==> src/rtl/wpd_pkg.sv <==
// Shared types and constants for the windowed phase detector.
`timescale 1ns / 1ps
`default_nettype none

package wpd_pkg;

   // Payload widths fixed by the channel definitions
   localparam int PHASE_W    = 48;
   localparam int DEADZONE_W = 15;
   localparam int WINDOW_W   = 16;
   localparam int DELAY_W    = 16;
   localparam int ACQUIRE_W  = 32;
   localparam int TICK_W     = 32;
   localparam int CSR_IDX_W  = 2;
   localparam int CSR_DATA_W = 32;

   typedef logic [PHASE_W-1:0]    phase_type;
   typedef logic [CSR_IDX_W-1:0]  csr_index_type;
   typedef logic [CSR_DATA_W-1:0] csr_data_type;
   typedef logic [1:0]            det_state_type;

   // Configuration register indexes
   localparam csr_index_type REG_DEADZONE = 2'd0;
   localparam csr_index_type REG_WINDOW   = 2'd1;
   localparam csr_index_type REG_DELAY    = 2'd2;
   localparam csr_index_type REG_ACQUIRE  = 2'd3;

   // Reset values of the configuration registers
   localparam logic [WINDOW_W-1:0] WINDOW_RESET = 16'd32768;

   // Detector state codes
   localparam det_state_type DET_DFF_LOW  = 2'd0;
   localparam det_state_type DET_DFF_HIGH = 2'd1;
   localparam det_state_type DET_SOURCE   = 2'd2;

endpackage : wpd_pkg

`default_nettype wire

==> src/rtl/wpd_req_if.sv <==
// Input channel: one tick of input and feedback phase.
`timescale 1ns / 1ps
`default_nettype none

interface wpd_req_if;
   import wpd_pkg::*;

   logic      valid;
   logic      ready;
   phase_type input_phase;
   phase_type feedback_phase;

   modport source (output valid, output input_phase, output feedback_phase, input ready);
   modport sink   (input valid, input input_phase, input feedback_phase, output ready);
endinterface : wpd_req_if

`default_nettype wire

==> src/rtl/wpd_rsp_if.sv <==
// Result channel: detector state and flags for one tick.
`timescale 1ns / 1ps
`default_nettype none

interface wpd_rsp_if;
   import wpd_pkg::*;

   logic          valid;
   logic          ready;
   det_state_type detector_state;
   logic          source_mode;
   logic          speed_up;
   logic          direction_bit;
   logic          changed;
   logic          overlap_error;

   modport source (output valid, output detector_state, output source_mode,
                   output speed_up, output direction_bit, output changed,
                   output overlap_error, input ready);
   modport sink   (input valid, input detector_state, input source_mode,
                   input speed_up, input direction_bit, input changed,
                   input overlap_error, output ready);
endinterface : wpd_rsp_if

`default_nettype wire

==> src/rtl/wpd_csr_if.sv <==
// Configuration write channel: register index and write data.
`timescale 1ns / 1ps
`default_nettype none

interface wpd_csr_if;
   import wpd_pkg::*;

   logic          valid;
   logic          ready;
   csr_index_type index;
   csr_data_type  data;

   modport source (output valid, output index, output data, input ready);
   modport sink   (input valid, input index, input data, output ready);
endinterface : wpd_csr_if

`default_nettype wire

==> src/rtl/windowed_phase_detector.sv <==
// Windowed phase detector top level: sampling flip-flops, delay timers, window decision.
`timescale 1ns / 1ps
`default_nettype none

// Channel  | Dir | Payload                                            | Item accepted when
// ---------+-----+----------------------------------------------------+-------------------
// req_ch   | in  | input_phase, feedback_phase                        | valid && ready
// rsp_ch   | out | detector_state, source_mode, speed_up,             | valid && ready
//          |     | direction_bit, changed, overlap_error              |
// csr_ch   | in  | index, data                                        | valid && ready
//
// One item per cycle while results are taken: all per-tick work is one pass of compares
// and short adds between the state registers and the result register, so the result
// appears the cycle after the item is accepted. The result register frees up as it is
// taken, so a new item enters in the same cycle the old result leaves. Synchronous reset
// restores all state but the result payload; the configuration port is always ready.

module windowed_phase_detector #(
   parameter int FRAC_BITS  = 16,
   parameter int CYCLE_BITS = 32
) (
   input  wire logic clock,
   input  wire logic reset,
   wpd_req_if.sink   req_ch,
   wpd_rsp_if.source rsp_ch,
   wpd_csr_if.sink   csr_ch
);
   import wpd_pkg::*;

   // Compare width covers both the fraction and the 16-bit registers plus carry
   localparam int CW = ((FRAC_BITS > 16) ? FRAC_BITS : 16) + 2;
   localparam logic [CW-1:0] ONE  = CW'(1) << FRAC_BITS;
   localparam logic [CW-1:0] HALF = CW'(1) << (FRAC_BITS - 1);
   localparam logic [CW-1:0] QUARTER = CW'(1) << (FRAC_BITS - 2);

   // Configuration registers
   logic [DEADZONE_W-1:0] deadzone_ff;
   logic [WINDOW_W-1:0]   window_ff;
   logic [DELAY_W-1:0]    delay_ff;
   logic [ACQUIRE_W-1:0]  acquire_ff;

   // Detector state
   logic [CYCLE_BITS-1:0] fb_seen_ff,   fb_seen_in;
   logic [CYCLE_BITS-1:0] in_seen_ff,   in_seen_in;
   logic                  smp1_ff,      smp1_in;
   logic                  smp2_ff,      smp2_in;
   logic                  on1_ff,       on1_in;
   logic                  on2_ff,       on2_in;
   logic [DELAY_W-1:0]    cnt1_ff,      cnt1_in;
   logic [DELAY_W-1:0]    cnt2_ff,      cnt2_in;
   logic                  dff_out_ff,   dff_out_in;
   logic                  dir_out_ff,   dir_out_in;
   logic                  mode_ff,      mode_in;
   logic                  dir_flag_ff,  dir_flag_in;
   det_state_type         last_state_ff;
   logic [TICK_W-1:0]     tick_ff;

   // Result register
   logic                  rsp_valid_ff;
   det_state_type         rsp_state_ff;
   logic                  rsp_mode_ff;
   logic                  rsp_speed_ff;
   logic                  rsp_dir_ff;
   logic                  rsp_changed_ff;
   logic                  rsp_err_ff;

   logic                  accept;
   logic [CW-1:0]         dz_eff;
   logic [CYCLE_BITS-1:0] fb_whole, in_whole;
   logic [63:0]           fb_shift, in_shift;
   logic                  fb_cross, in_cross;
   logic                  err1, err2;
   logic                  fb_level, in_level;
   logic [FRAC_BITS-1:0]  diff;
   logic [CW-1:0]         phase_gap;
   logic                  windowed;
   det_state_type         state_in;
   logic                  changed_in;

   // Level of a clock at the given phase; inside the deadzone toggle the previous sample
   function automatic logic sample_level(input logic [FRAC_BITS-1:0] frac,
                                         input logic [CW-1:0] dz,
                                         input logic prev);
      logic [CW-1:0] f;
      logic          res;
      f = CW'(frac);
      if (f > dz && (f + dz) < HALF)
         res = 1'b1;
      else if (f > (HALF + dz) && (f + dz) < ONE)
         res = 1'b0;
      else
         res = ~prev;
      return res;
   endfunction

   assign accept       = req_ch.valid && req_ch.ready;
   assign req_ch.ready = !rsp_valid_ff || rsp_ch.ready;
   assign csr_ch.ready = 1'b1;

   // Effective deadzone: above a quarter cycle it folds back from the half cycle
   always_comb begin
      dz_eff = CW'(deadzone_ff);
      if (dz_eff > QUARTER)
         dz_eff = (dz_eff < HALF) ? (HALF - dz_eff) : '0;
   end

   // Whole-cycle parts of both phases
   assign fb_shift = {{(64 - PHASE_W){1'b0}}, req_ch.feedback_phase} >> FRAC_BITS;
   assign in_shift = {{(64 - PHASE_W){1'b0}}, req_ch.input_phase} >> FRAC_BITS;
   assign fb_whole = fb_shift[CYCLE_BITS-1:0];
   assign in_whole = in_shift[CYCLE_BITS-1:0];
   assign fb_cross = fb_whole >= fb_seen_ff;
   assign in_cross = in_whole >= in_seen_ff;

   assign fb_level = sample_level(req_ch.input_phase[FRAC_BITS-1:0], dz_eff, smp1_ff);
   assign in_level = sample_level(req_ch.feedback_phase[FRAC_BITS-1:0], dz_eff, smp2_ff);

   // Feedback crossing samples the input clock; run its delay timer
   always_comb begin
      fb_seen_in = fb_seen_ff;
      smp1_in    = smp1_ff;
      on1_in     = on1_ff;
      cnt1_in    = cnt1_ff;
      dff_out_in = dff_out_ff;
      err1       = 1'b0;
      if (fb_cross) begin
         fb_seen_in = fb_seen_ff + 1'b1;
         if (on1_ff) begin
            err1 = 1'b1;
         end else begin
            smp1_in = fb_level;
            on1_in  = 1'b1;
            cnt1_in = delay_ff;
         end
      end
      if (on1_ff) begin
         if (cnt1_ff == '0) begin
            dff_out_in = smp1_ff;
            on1_in     = 1'b0;
         end else begin
            cnt1_in = cnt1_ff - 1'b1;
         end
      end
   end

   // Input crossing samples the feedback clock; run its delay timer
   always_comb begin
      in_seen_in = in_seen_ff;
      smp2_in    = smp2_ff;
      on2_in     = on2_ff;
      cnt2_in    = cnt2_ff;
      dir_out_in = dir_out_ff;
      err2       = 1'b0;
      if (in_cross) begin
         in_seen_in = in_seen_ff + 1'b1;
         if (on2_ff) begin
            err2 = 1'b1;
         end else begin
            smp2_in = in_level;
            on2_in  = 1'b1;
            cnt2_in = delay_ff;
         end
      end
      if (on2_ff) begin
         if (cnt2_ff == '0) begin
            dir_out_in = smp2_ff;
            on2_in     = 1'b0;
         end else begin
            cnt2_in = cnt2_ff - 1'b1;
         end
      end
   end

   // Phase error folded to the nearer side, then the window decision
   assign diff      = req_ch.feedback_phase[FRAC_BITS-1:0] - req_ch.input_phase[FRAC_BITS-1:0];
   assign phase_gap = (CW'(diff) > HALF) ? (ONE - CW'(diff)) : CW'(diff);
   assign windowed  = (phase_gap >= CW'(window_ff)) && (tick_ff > acquire_ff);

   always_comb begin
      dir_flag_in = dir_flag_ff;
      if (windowed) begin
         mode_in     = 1'b1;
         dir_flag_in = ~dir_out_in;
         state_in    = DET_SOURCE;
      end else begin
         mode_in  = 1'b0;
         state_in = dff_out_in ? DET_DFF_HIGH : DET_DFF_LOW;
      end
      changed_in = (state_in != last_state_ff) || (mode_in != mode_ff);
   end

   // Configuration writes
   always_ff @(posedge clock) begin
      if (reset) begin
         deadzone_ff <= '0;
         window_ff   <= WINDOW_RESET;
         delay_ff    <= '0;
         acquire_ff  <= '0;
      end else if (csr_ch.valid) begin
         case (csr_ch.index)
            REG_DEADZONE: deadzone_ff <= csr_ch.data[DEADZONE_W-1:0];
            REG_WINDOW:   window_ff   <= csr_ch.data[WINDOW_W-1:0];
            REG_DELAY:    delay_ff    <= csr_ch.data[DELAY_W-1:0];
            REG_ACQUIRE:  acquire_ff  <= csr_ch.data[ACQUIRE_W-1:0];
            default:      ;
         endcase
      end
   end

   // Advance detector state on each accepted item
   always_ff @(posedge clock) begin
      if (reset) begin
         fb_seen_ff    <= '0;
         in_seen_ff    <= '0;
         smp1_ff       <= 1'b0;
         smp2_ff       <= 1'b0;
         on1_ff        <= 1'b0;
         on2_ff        <= 1'b0;
         cnt1_ff       <= '0;
         cnt2_ff       <= '0;
         dff_out_ff    <= 1'b0;
         dir_out_ff    <= 1'b0;
         mode_ff       <= 1'b0;
         dir_flag_ff   <= 1'b0;
         last_state_ff <= DET_DFF_LOW;
         tick_ff       <= '0;
      end else if (accept) begin
         fb_seen_ff    <= fb_seen_in;
         in_seen_ff    <= in_seen_in;
         smp1_ff       <= smp1_in;
         smp2_ff       <= smp2_in;
         on1_ff        <= on1_in;
         on2_ff        <= on2_in;
         cnt1_ff       <= cnt1_in;
         cnt2_ff       <= cnt2_in;
         dff_out_ff    <= dff_out_in;
         dir_out_ff    <= dir_out_in;
         mode_ff       <= mode_in;
         dir_flag_ff   <= dir_flag_in;
         last_state_ff <= state_in;
         if (tick_ff != '1)
            tick_ff <= tick_ff + 1'b1;
      end
   end

   // Result valid: set on accept, drop when taken
   always_ff @(posedge clock) begin
      if (reset)
         rsp_valid_ff <= 1'b0;
      else if (accept)
         rsp_valid_ff <= 1'b1;
      else if (rsp_ch.ready)
         rsp_valid_ff <= 1'b0;
   end

   // Result payload: load on accept, hold while stalled
   always_ff @(posedge clock) begin
      if (accept) begin
         rsp_state_ff   <= state_in;
         rsp_mode_ff    <= mode_in;
         rsp_speed_ff   <= dir_flag_in;
         rsp_dir_ff     <= dir_out_in;
         rsp_changed_ff <= changed_in;
         rsp_err_ff     <= err1 | err2;
      end
   end

   assign rsp_ch.valid          = rsp_valid_ff;
   assign rsp_ch.detector_state = rsp_state_ff;
   assign rsp_ch.source_mode    = rsp_mode_ff;
   assign rsp_ch.speed_up       = rsp_speed_ff;
   assign rsp_ch.direction_bit  = rsp_dir_ff;
   assign rsp_ch.changed        = rsp_changed_ff;
   assign rsp_ch.overlap_error  = rsp_err_ff;

endmodule : windowed_phase_detector

`default_nettype wire

==> src/flat_wrapper.sv <==
// flat-port wrapper written by rule: the top's interface ports become plain ports
module windowed_phase_detector_flat import wpd_pkg::*;
#(
   parameter int FRAC_BITS  = 16,
   parameter int CYCLE_BITS = 32
)
  (clock, reset, req_ch_valid, req_ch_input_phase, req_ch_feedback_phase, req_ch_ready, rsp_ch_valid, rsp_ch_detector_state, rsp_ch_source_mode, rsp_ch_speed_up, rsp_ch_direction_bit, rsp_ch_changed, rsp_ch_overlap_error, rsp_ch_ready, csr_ch_valid, csr_ch_index, csr_ch_data, csr_ch_ready);
  wpd_req_if req_ch_i ();
  wpd_rsp_if rsp_ch_i ();
  wpd_csr_if csr_ch_i ();
  input  wire logic clock;
  input  wire logic reset;
  input wire logic [$bits(req_ch_i.valid)-1:0] req_ch_valid;
  input wire logic [$bits(req_ch_i.input_phase)-1:0] req_ch_input_phase;
  input wire logic [$bits(req_ch_i.feedback_phase)-1:0] req_ch_feedback_phase;
  output wire logic [$bits(req_ch_i.ready)-1:0] req_ch_ready;
  output wire logic [$bits(rsp_ch_i.valid)-1:0] rsp_ch_valid;
  output wire logic [$bits(rsp_ch_i.detector_state)-1:0] rsp_ch_detector_state;
  output wire logic [$bits(rsp_ch_i.source_mode)-1:0] rsp_ch_source_mode;
  output wire logic [$bits(rsp_ch_i.speed_up)-1:0] rsp_ch_speed_up;
  output wire logic [$bits(rsp_ch_i.direction_bit)-1:0] rsp_ch_direction_bit;
  output wire logic [$bits(rsp_ch_i.changed)-1:0] rsp_ch_changed;
  output wire logic [$bits(rsp_ch_i.overlap_error)-1:0] rsp_ch_overlap_error;
  input wire logic [$bits(rsp_ch_i.ready)-1:0] rsp_ch_ready;
  input wire logic [$bits(csr_ch_i.valid)-1:0] csr_ch_valid;
  input wire logic [$bits(csr_ch_i.index)-1:0] csr_ch_index;
  input wire logic [$bits(csr_ch_i.data)-1:0] csr_ch_data;
  output wire logic [$bits(csr_ch_i.ready)-1:0] csr_ch_ready;
  assign req_ch_i.valid = req_ch_valid;
  assign req_ch_i.input_phase = req_ch_input_phase;
  assign req_ch_i.feedback_phase = req_ch_feedback_phase;
  assign req_ch_ready = req_ch_i.ready;
  assign rsp_ch_valid = rsp_ch_i.valid;
  assign rsp_ch_detector_state = rsp_ch_i.detector_state;
  assign rsp_ch_source_mode = rsp_ch_i.source_mode;
  assign rsp_ch_speed_up = rsp_ch_i.speed_up;
  assign rsp_ch_direction_bit = rsp_ch_i.direction_bit;
  assign rsp_ch_changed = rsp_ch_i.changed;
  assign rsp_ch_overlap_error = rsp_ch_i.overlap_error;
  assign rsp_ch_i.ready = rsp_ch_ready;
  assign csr_ch_i.valid = csr_ch_valid;
  assign csr_ch_i.index = csr_ch_index;
  assign csr_ch_i.data = csr_ch_data;
  assign csr_ch_ready = csr_ch_i.ready;
  windowed_phase_detector #(.FRAC_BITS(FRAC_BITS), .CYCLE_BITS(CYCLE_BITS)) u_core (.clock(clock), .reset(reset), .req_ch(req_ch_i), .rsp_ch(rsp_ch_i), .csr_ch(csr_ch_i));
endmodule
==> config.mk <==
export PLATFORM = sky130hd
export DESIGN_NAME = windowed_phase_detector_flat
export DESIGN_NICKNAME = d
export VERILOG_FILES = /design/src/rtl/wpd_pkg.sv /design/src/rtl/wpd_req_if.sv /design/src/rtl/wpd_rsp_if.sv /design/src/rtl/wpd_csr_if.sv /design/src/rtl/windowed_phase_detector.sv /design/src/flat_wrapper.sv
export SDC_FILE = /design/constraint.sdc
export NUM_CORES = 1
export LEC_CHECK = 0
export BUFFER_PORTS_ARGS = -buffer_cell sky130_fd_sc_hd__buf_2
export CELL_PAD_IN_SITES_DETAIL_PLACEMENT = 0
export CELL_PAD_IN_SITES_GLOBAL_PLACEMENT = 1
export CORE_MARGIN = 10
export CORE_UTILIZATION = 49
export DETAILED_ROUTE_END_ITERATION = 16
export MAX_ROUTING_LAYER = met4
export PLACE_DENSITY = 0.87
export SLEW_MARGIN = 15
export SYNTH_ARGS = -nofsm -noshare
export SYNTH_HDL_FRONTEND = slang
export SYNTH_SLANG_ARGS = --single-unit
==> constraint.sdc <==
create_clock -name clock -period 9.35 [get_ports clock]
set_clock_uncertainty 0.1 [all_clocks]
set_input_delay 2.3375 -clock clock [delete_from_list [all_inputs] [get_ports clock]]
set_output_delay 2.3375 -clock clock [all_outputs]
set_load 0.1 [all_outputs]
Yosys cells after proc, flatten, opt, wreduce, memory -nomap -nowiden
Cells that the tools add are included.
{ "word_totals": {"input_bits": 135, "word_cells": 118, "regBits": 225} }
{ "classes": {"muxes": 34, "reduce_logical": 22, "bitwise": 6, "add_sub_neg": 11, "eq_ne": 6, "magnitude_cmp": 14} }
{ "op_table": {"columns": ["op", "n"], "rows": [
  ["2-to-1 mux 16 bit", 8],
  ["adder 32 x 1 -> 32 bit, second input constant", 3],
  ["> comparator 16 x 18 -> 1 bit", 4],
  [">= comparator 32 bit", 2],
  ["adder 16 x 18 -> 18 bit", 2],
  ["less-than comparator 18 x 16 -> 1 bit, second input constant", 2],
  ["less-than comparator 18 x 17 -> 1 bit, second input constant", 2],
  ["2-to-1 mux 18 bit", 2],
  ["> comparator 32 bit", 1],
  ["zero test 16 bit", 2],
  ["!= test 32 bit, second input constant", 1],
  ["subtractor 16 x 1 -> 16 bit, second input constant", 2],
  ["2-to-1 mux 1 bit", 23],
  ["adder 16 x 18 -> 18 bit, first input constant", 1],
  [">= comparator 18 x 16 -> 1 bit", 1],
  ["subtractor 17 x 16 -> 18 bit, first input constant", 1],
  ["subtractor 16 x 15 -> 17 bit, first input constant", 1],
  ["> comparator 16 bit, second input constant", 1],
  ["subtractor 16 bit", 1],
  ["> comparator 15 bit, second input constant", 1],
  ["AND reduction 2 bit", 7],
  ["logical AND 1 bit", 6],
  ["AND reduction 3 bit", 2],
  ["inverter 1 bit", 5],
  ["other kinds (10)", 12]
]} }

Depth between registers and ports, before layout
{ "depth": {"depth_word": 8, "mapped_depth": 23} }

Least setup slack after synthesis
No wires, ideal clock.
{ "synth_path": {"kind": "input to register", "start": "input port req_ch_feedback_phase[0]", "end": "register u_core.rsp_changed_ff, in the netlist u_core.rsp_ch.changed (data pin)", "path_slack_ps": 2352, "setup_ps": 152, "cell_stages": 21, "t_arrival_ps": 6746, "t_required_ps": 9098, "path_cell_list": "inv_1 ha_1 inv_1 fa_1 a211oi_1 nor2_1 xor2_1 or4_4 or4_1 buf_2 o211ai_1 xnor2_1 ha_1 a21o_1 a211o_1 o311ai_0 a31oi_1 o21ai_0 inv_1 mux2_2 a31oi_1"} }
{ "synth_between": {"elab_chain_cells": 8, "elab_cells_between_ends": 11, "cone_classes": "add/sub: 2; order compare: 2; eq/ne: 2; mux: 3; reduce/logical: 2"} }
{ "synth_rtl": {"columns": ["element", "line_no", "text"], "rows": [
  ["start, declared", "flat_wrapper.sv:15", "input wire logic [$bits(req_ch_i.feedback_phase)-1:0] req_ch_feedback_phase;"],
  ["subtractor 16 bit *", "windowed_phase_detector.sv:175", "assign diff = req_ch.feedback_phase[FRAC_BITS-1:0] - req_ch.input_phase[FRAC_BITS-1:0];"],
  ["subtractor 17 x 16 -> 18 bit / > comparator 16 bit (equally long branches)", "windowed_phase_detector.sv:176", "assign phase_gap = (CW'(diff) > HALF) ? (ONE - CW'(diff)) : CW'(diff);"],
  ["2-to-1 mux 18 bit *", "windowed_phase_detector.sv:176", null],
  [">= comparator 18 x 16 -> 1 bit *", "windowed_phase_detector.sv:177", "assign windowed = (phase_gap >= CW'(window_ff)) && (tick_ff > acquire_ff);"],
  ["logical AND 1 bit *", "windowed_phase_detector.sv:177", null],
  ["2-to-1 mux 1 bit *", "windowed_phase_detector.sv:181", "if (windowed) begin"],
  ["named net u_core.mode_in", "windowed_phase_detector.sv:53", "logic mode_ff, mode_in;"],
  ["!= test 1 bit *", "windowed_phase_detector.sv:189", "changed_in = (state_in != last_state_ff) || (mode_in != mode_ff);"],
  ["logical OR 1 bit *", "windowed_phase_detector.sv:189", null],
  ["named net u_core.changed_in", "windowed_phase_detector.sv:78", "logic changed_in;"],
  ["end signal, assigned", "windowed_phase_detector.sv:263", "rsp_changed_ff <= changed_in;"],
  ["end, declared", "windowed_phase_detector.sv:64", "logic rsp_changed_ff;"]
]} }
Mark *: on every way through the listed nets, which the timed path passes. The rest lies on a longest branch.
A chain may end at the register's enable or synchronous reset.

Final worst setup path
Ends and elaborated chain as after synthesis.

==> impl_metrics.json <==
{
  "numCtsBuffers": 26,
  "fin_crit_sh": 0.7901,
  "drtIter0Drc": 833,
  "ys_warn_count": 0,
  "synth-async-reset-ratio": 0,
  "crit_fanout": 8,
  "cts.sinks": 223,
  "swShare": 0.2991,
  "final_common_cell": "nand2_1",
  "grt_remaining_overflow": 0,
  "vias_per_cell": 5.656,
  "antenna_found_initial": 0,
  "p_sw_uw": 785.8,
  "fillerInstances": 3131,
  "final-hold-violation-count": 0,
  "cp.required_ns": 9.63,
  "synth_adder_area_share": 0.1616,
  "wl_per_cell_um": 16.44,
  "critPathKind": "in -> reg",
  "synthSimpleGateAreaFrac": 0.2308,
  "synth-seq-area-share": 0.2869,
  "num_antenna_cells": 0,
  "synth_compound_area_frac": 0.1814,
  "row_count": 65,
  "cts_tree": "built",
  "ant_nets": 0,
  "r2r_setup_slack_ns": 4.36,
  "hp-start": "u_core.acquire_ff[12]",
  "dieArea_mm2": 0.03975,
  "synth_top_family_by_area": "simple AND/OR/NAND/NOR gates",
  "post_cts_resized": 0,
  "grt_pass1_vias": 13985,
  "slowest_delay_ns": 0.50,
  "drv_slew": 0,
  "cpMostUsedCell": "inv_1",
  "post_dp_cell_area_mm2": 0.01675,
  "pwr-share-seq": 0.387,
  "fin_nets": 2467,
  "maxCapViolCount": 0,
  "hpwl_mm": 32.18,
  "ff2ff_path_depth": 18,
  "synth_edf_count": 6,
  "worstSkewPairLatency_ns": 0.53,
  "status": "complete, no violations",
  "start_kind": "input pin",
  "grt_usage": 0.2146,
  "syn_area_mm2": 0.01577,
  "path_cells": "buf_2 -> inv_1 -> ha_1 -> inv_1 -> fa_1 -> a211oi_1 -> nor3_1 -> o21ai_0 -> or3b_2 -> a21oi_1 -> nand3b_1 -> o211ai_1 -> xnor2_1 -> ha_1 -> a21o_1 -> a211o_1 -> o311ai_0 -> a31oi_1 -> o21ai_0 -> inv_1 -> mux2_2 -> a31oi_1",
  "grt_max_degree": 126,
  "ir_drop_v": 0.0001203,
  "cp-end-kind": "flop",
  "setup_viol": 0,
  "clk_pin_slew_ns": 0.06,
  "ys_types": 82,
  "hold_path.class": "reg -> reg",
  "dp.cells": 2503,
  "firstDrtPassIters": 5,
  "clockBufferDepth": 3,
  "drive_above_1_share": 0.1024,
  "postSynthAreaPerCell_um2": 7.783,
  "tns_ns": 0,
  "reg2reg_from": "u_core.deadzone_ff[0]",
  "worst_pin_slew_ns": 0.9934,
  "min_delay_worst_endpoint": "u_core.acquire_ff[12]",
  "arrival_ns": 7.67,
  "synth-seq-cells": 223,
  "numPortBuffers": 143,
  "synthTopCellsByArea": "dfxtp_1 28%, ha_1 16%, nand2_1 6.1%, a21oi_1 5.8%, xnor2_1 5.0%",
  "finalCriticalPeriod_ns": 7.388,
  "startpoint": "req_ch_feedback_phase[0]",
  "core_mm2": 0.03164,
  "rsz0062_at_grt": "false",
  "io_pins": 145,
  "comb_power_share": 0.225,
  "dr_total_vias": 14424,
  "reg2reg_to": "u_core.smp2_ff",
  "p_leak_uw": 0.007023,
  "ctsHoldBuffers": 0,
  "routed_wl_mm": 41.92,
  "cellInternalPower_uw": 1841,
  "die_h_um": 199.4,
  "yosys.area_share.xor_xnor": 0.06832,
  "fin_cells": 2550,
  "post_cts_buffers": 0,
  "power_density_mw_per_mm2": 149.1,
  "syn_to_final_growth_pct": 11.74,
  "critPathSlowestCell": "or3b_2",
  "cts-htree-levels": 1,
  "synthMuxAreaShare": 0.008570,
  "dominantRegCellSynth": "dfxtp_1",
  "clock.fmax_ghz": 0.1354,
  "die-width_um": 199.4,
  "final_cell_mix": "258 x nand2_1, 217 x dfxtp_1, 202 x ha_1, 183 x a21oi_1, 176 x inv_1",
  "drc_errors": 0,
  "start_util": 0.4984,
  "synth_top_cell_by_area": "dfxtp_1",
  "routabilityCongestion": 0.9226,
  "slew_headroom": 0.3284,
  "netlist_instances": 2026,
  "clockPowerShare": 0.388,
  "yosysTopAreaCellShare": 0.2755,
  "design_area_mm2": 0.01762,
  "cts_root_buf": "clkbuf_16",
  "grt_pass1_wl_mm": 69.56,
  "min_path_cells": 2
}
-- worst max-delay path: cells and delay by family --
| kind | cells | cell delay [ns] |
|---|---|---|
| and+or+nand+nor | 3 | 1.02 |
| adders and majority gates | 3 | 0.75 |
| xor gates and xnor gates | 1 | 0.10 |
| AOI/OAI and AO/OA | 10 | 2.71 |
| muxes | 1 | 0.31 |
| buffers and inverters | 4 | 0.43 |
-- cell families after synthesis --
kind of cell	count (synthesis)
mux	13
fa+ha+maj	203
xor+xnor	123
other cells	2
simple gates	753
buf+inv	257
flops	223
compound gates	452
-- stage by stage --
step	util	power, µW	hold slack, ns	worst slack [ns]
after global routing	0.5569	2778	0.3702	1.388
after floorplan	-	1457	0.3329	2.352
final	0.5569	2627	0.3533	1.962
after detailed placement	0.5296	1623	0.3481	1.433
after global placement	0.5296	1607	0.3385	1.581
after CTS	0.5568	2650	0.3561	1.986
-- cell type report --
cell class / instances / area [µm²] / share of cell area
clock inverters: 5 / 78.83 / 0.004474
multi-input cells: 1549 / 10280 / 0.5835
repair buffers: 151 / 782.0 / 0.04438
flip-flops and latches: 223 / 4524 / 0.2568
inverters: 178 / 668.1 / 0.03792
clock buffers: 42 / 782.0 / 0.04438
well taps: 402 / 503.0 / 0.02855
-- Yosys cell counts (all sizes together), types with 5 or more instances --
cell type and number:
clkbuf 72, o211a 5, o21bai 11, and2 9, a221oi 7, buf 7
xnor2 90, edfxtp 6, or3 27, and3 22, o41ai 5, nor3 58
a21oi 184, o2111ai 6, nor4 29, a21o 33, nor2b 21, dfxtp 217
nand3 57, o31ai 9, ha 202, o211ai 15, a211oi 16, xor2 33
o21ai 82, inv 177, and4 17, nor2 164, o21a 8, mux2i 9
nand2 258, a31oi 16, nand2b 9, nor4b 8, or4 7, nand4 46
-- worst max-delay path by stage --
stage | end | slack [ns] | depth (start not counted)
6_report | u_core.rsp_ch.changed | 1.96 | 22
5_1_grt | u_core.rsp_ch.changed | 1.39 | 23
4_1_cts | u_core.rsp_ch.changed | 1.99 | 22
3_5_place_dp | u_core.rsp_ch.changed | 1.43 | 22
3_3_place_gp | u_core.rsp_ch.changed | 1.58 | 21
2_1_floorplan | u_core.rsp_ch.changed | 2.35 | 21
-- flip-flops by register name, indices dropped and copies added (netlist names), 2 cells and up --
name,count
u_core.acquire_ff,32
u_core.cnt1_ff,16
u_core.fb_seen_ff,32
u_core.tick_ff,32
u_core.deadzone_ff,15
u_core.last_state_ff,2
u_core.cnt2_ff,16
u_core.in_seen_ff,32
u_core.window_ff,16
u_core.delay_ff,16
-- power by group through the flow --
| stage | clock [µW] | sequential, µW | combinational, µW |
|---|---|---|---|
| floorplan | 0 | 1040 | 419 |
| global placement | 0 | 1030 | 572 |
| detailed placement | 0 | 1040 | 587 |
| CTS | 1040 | 1010 | 591 |
| global route | 1090 | 1020 | 673 |
| finish | 1020 | 1020 | 591 |
-- metal layers --
layer  vias to the layer above  wire length (µm)  GRT usage
met5                         -                 0          -
met4                         0               810    0.05160
met3                        61              2190    0.03230
met2                       313             19330     0.3486
met1                      6691             19590     0.2754
li1                       7359                 -          -
Power figures use the tool's default switching activity.
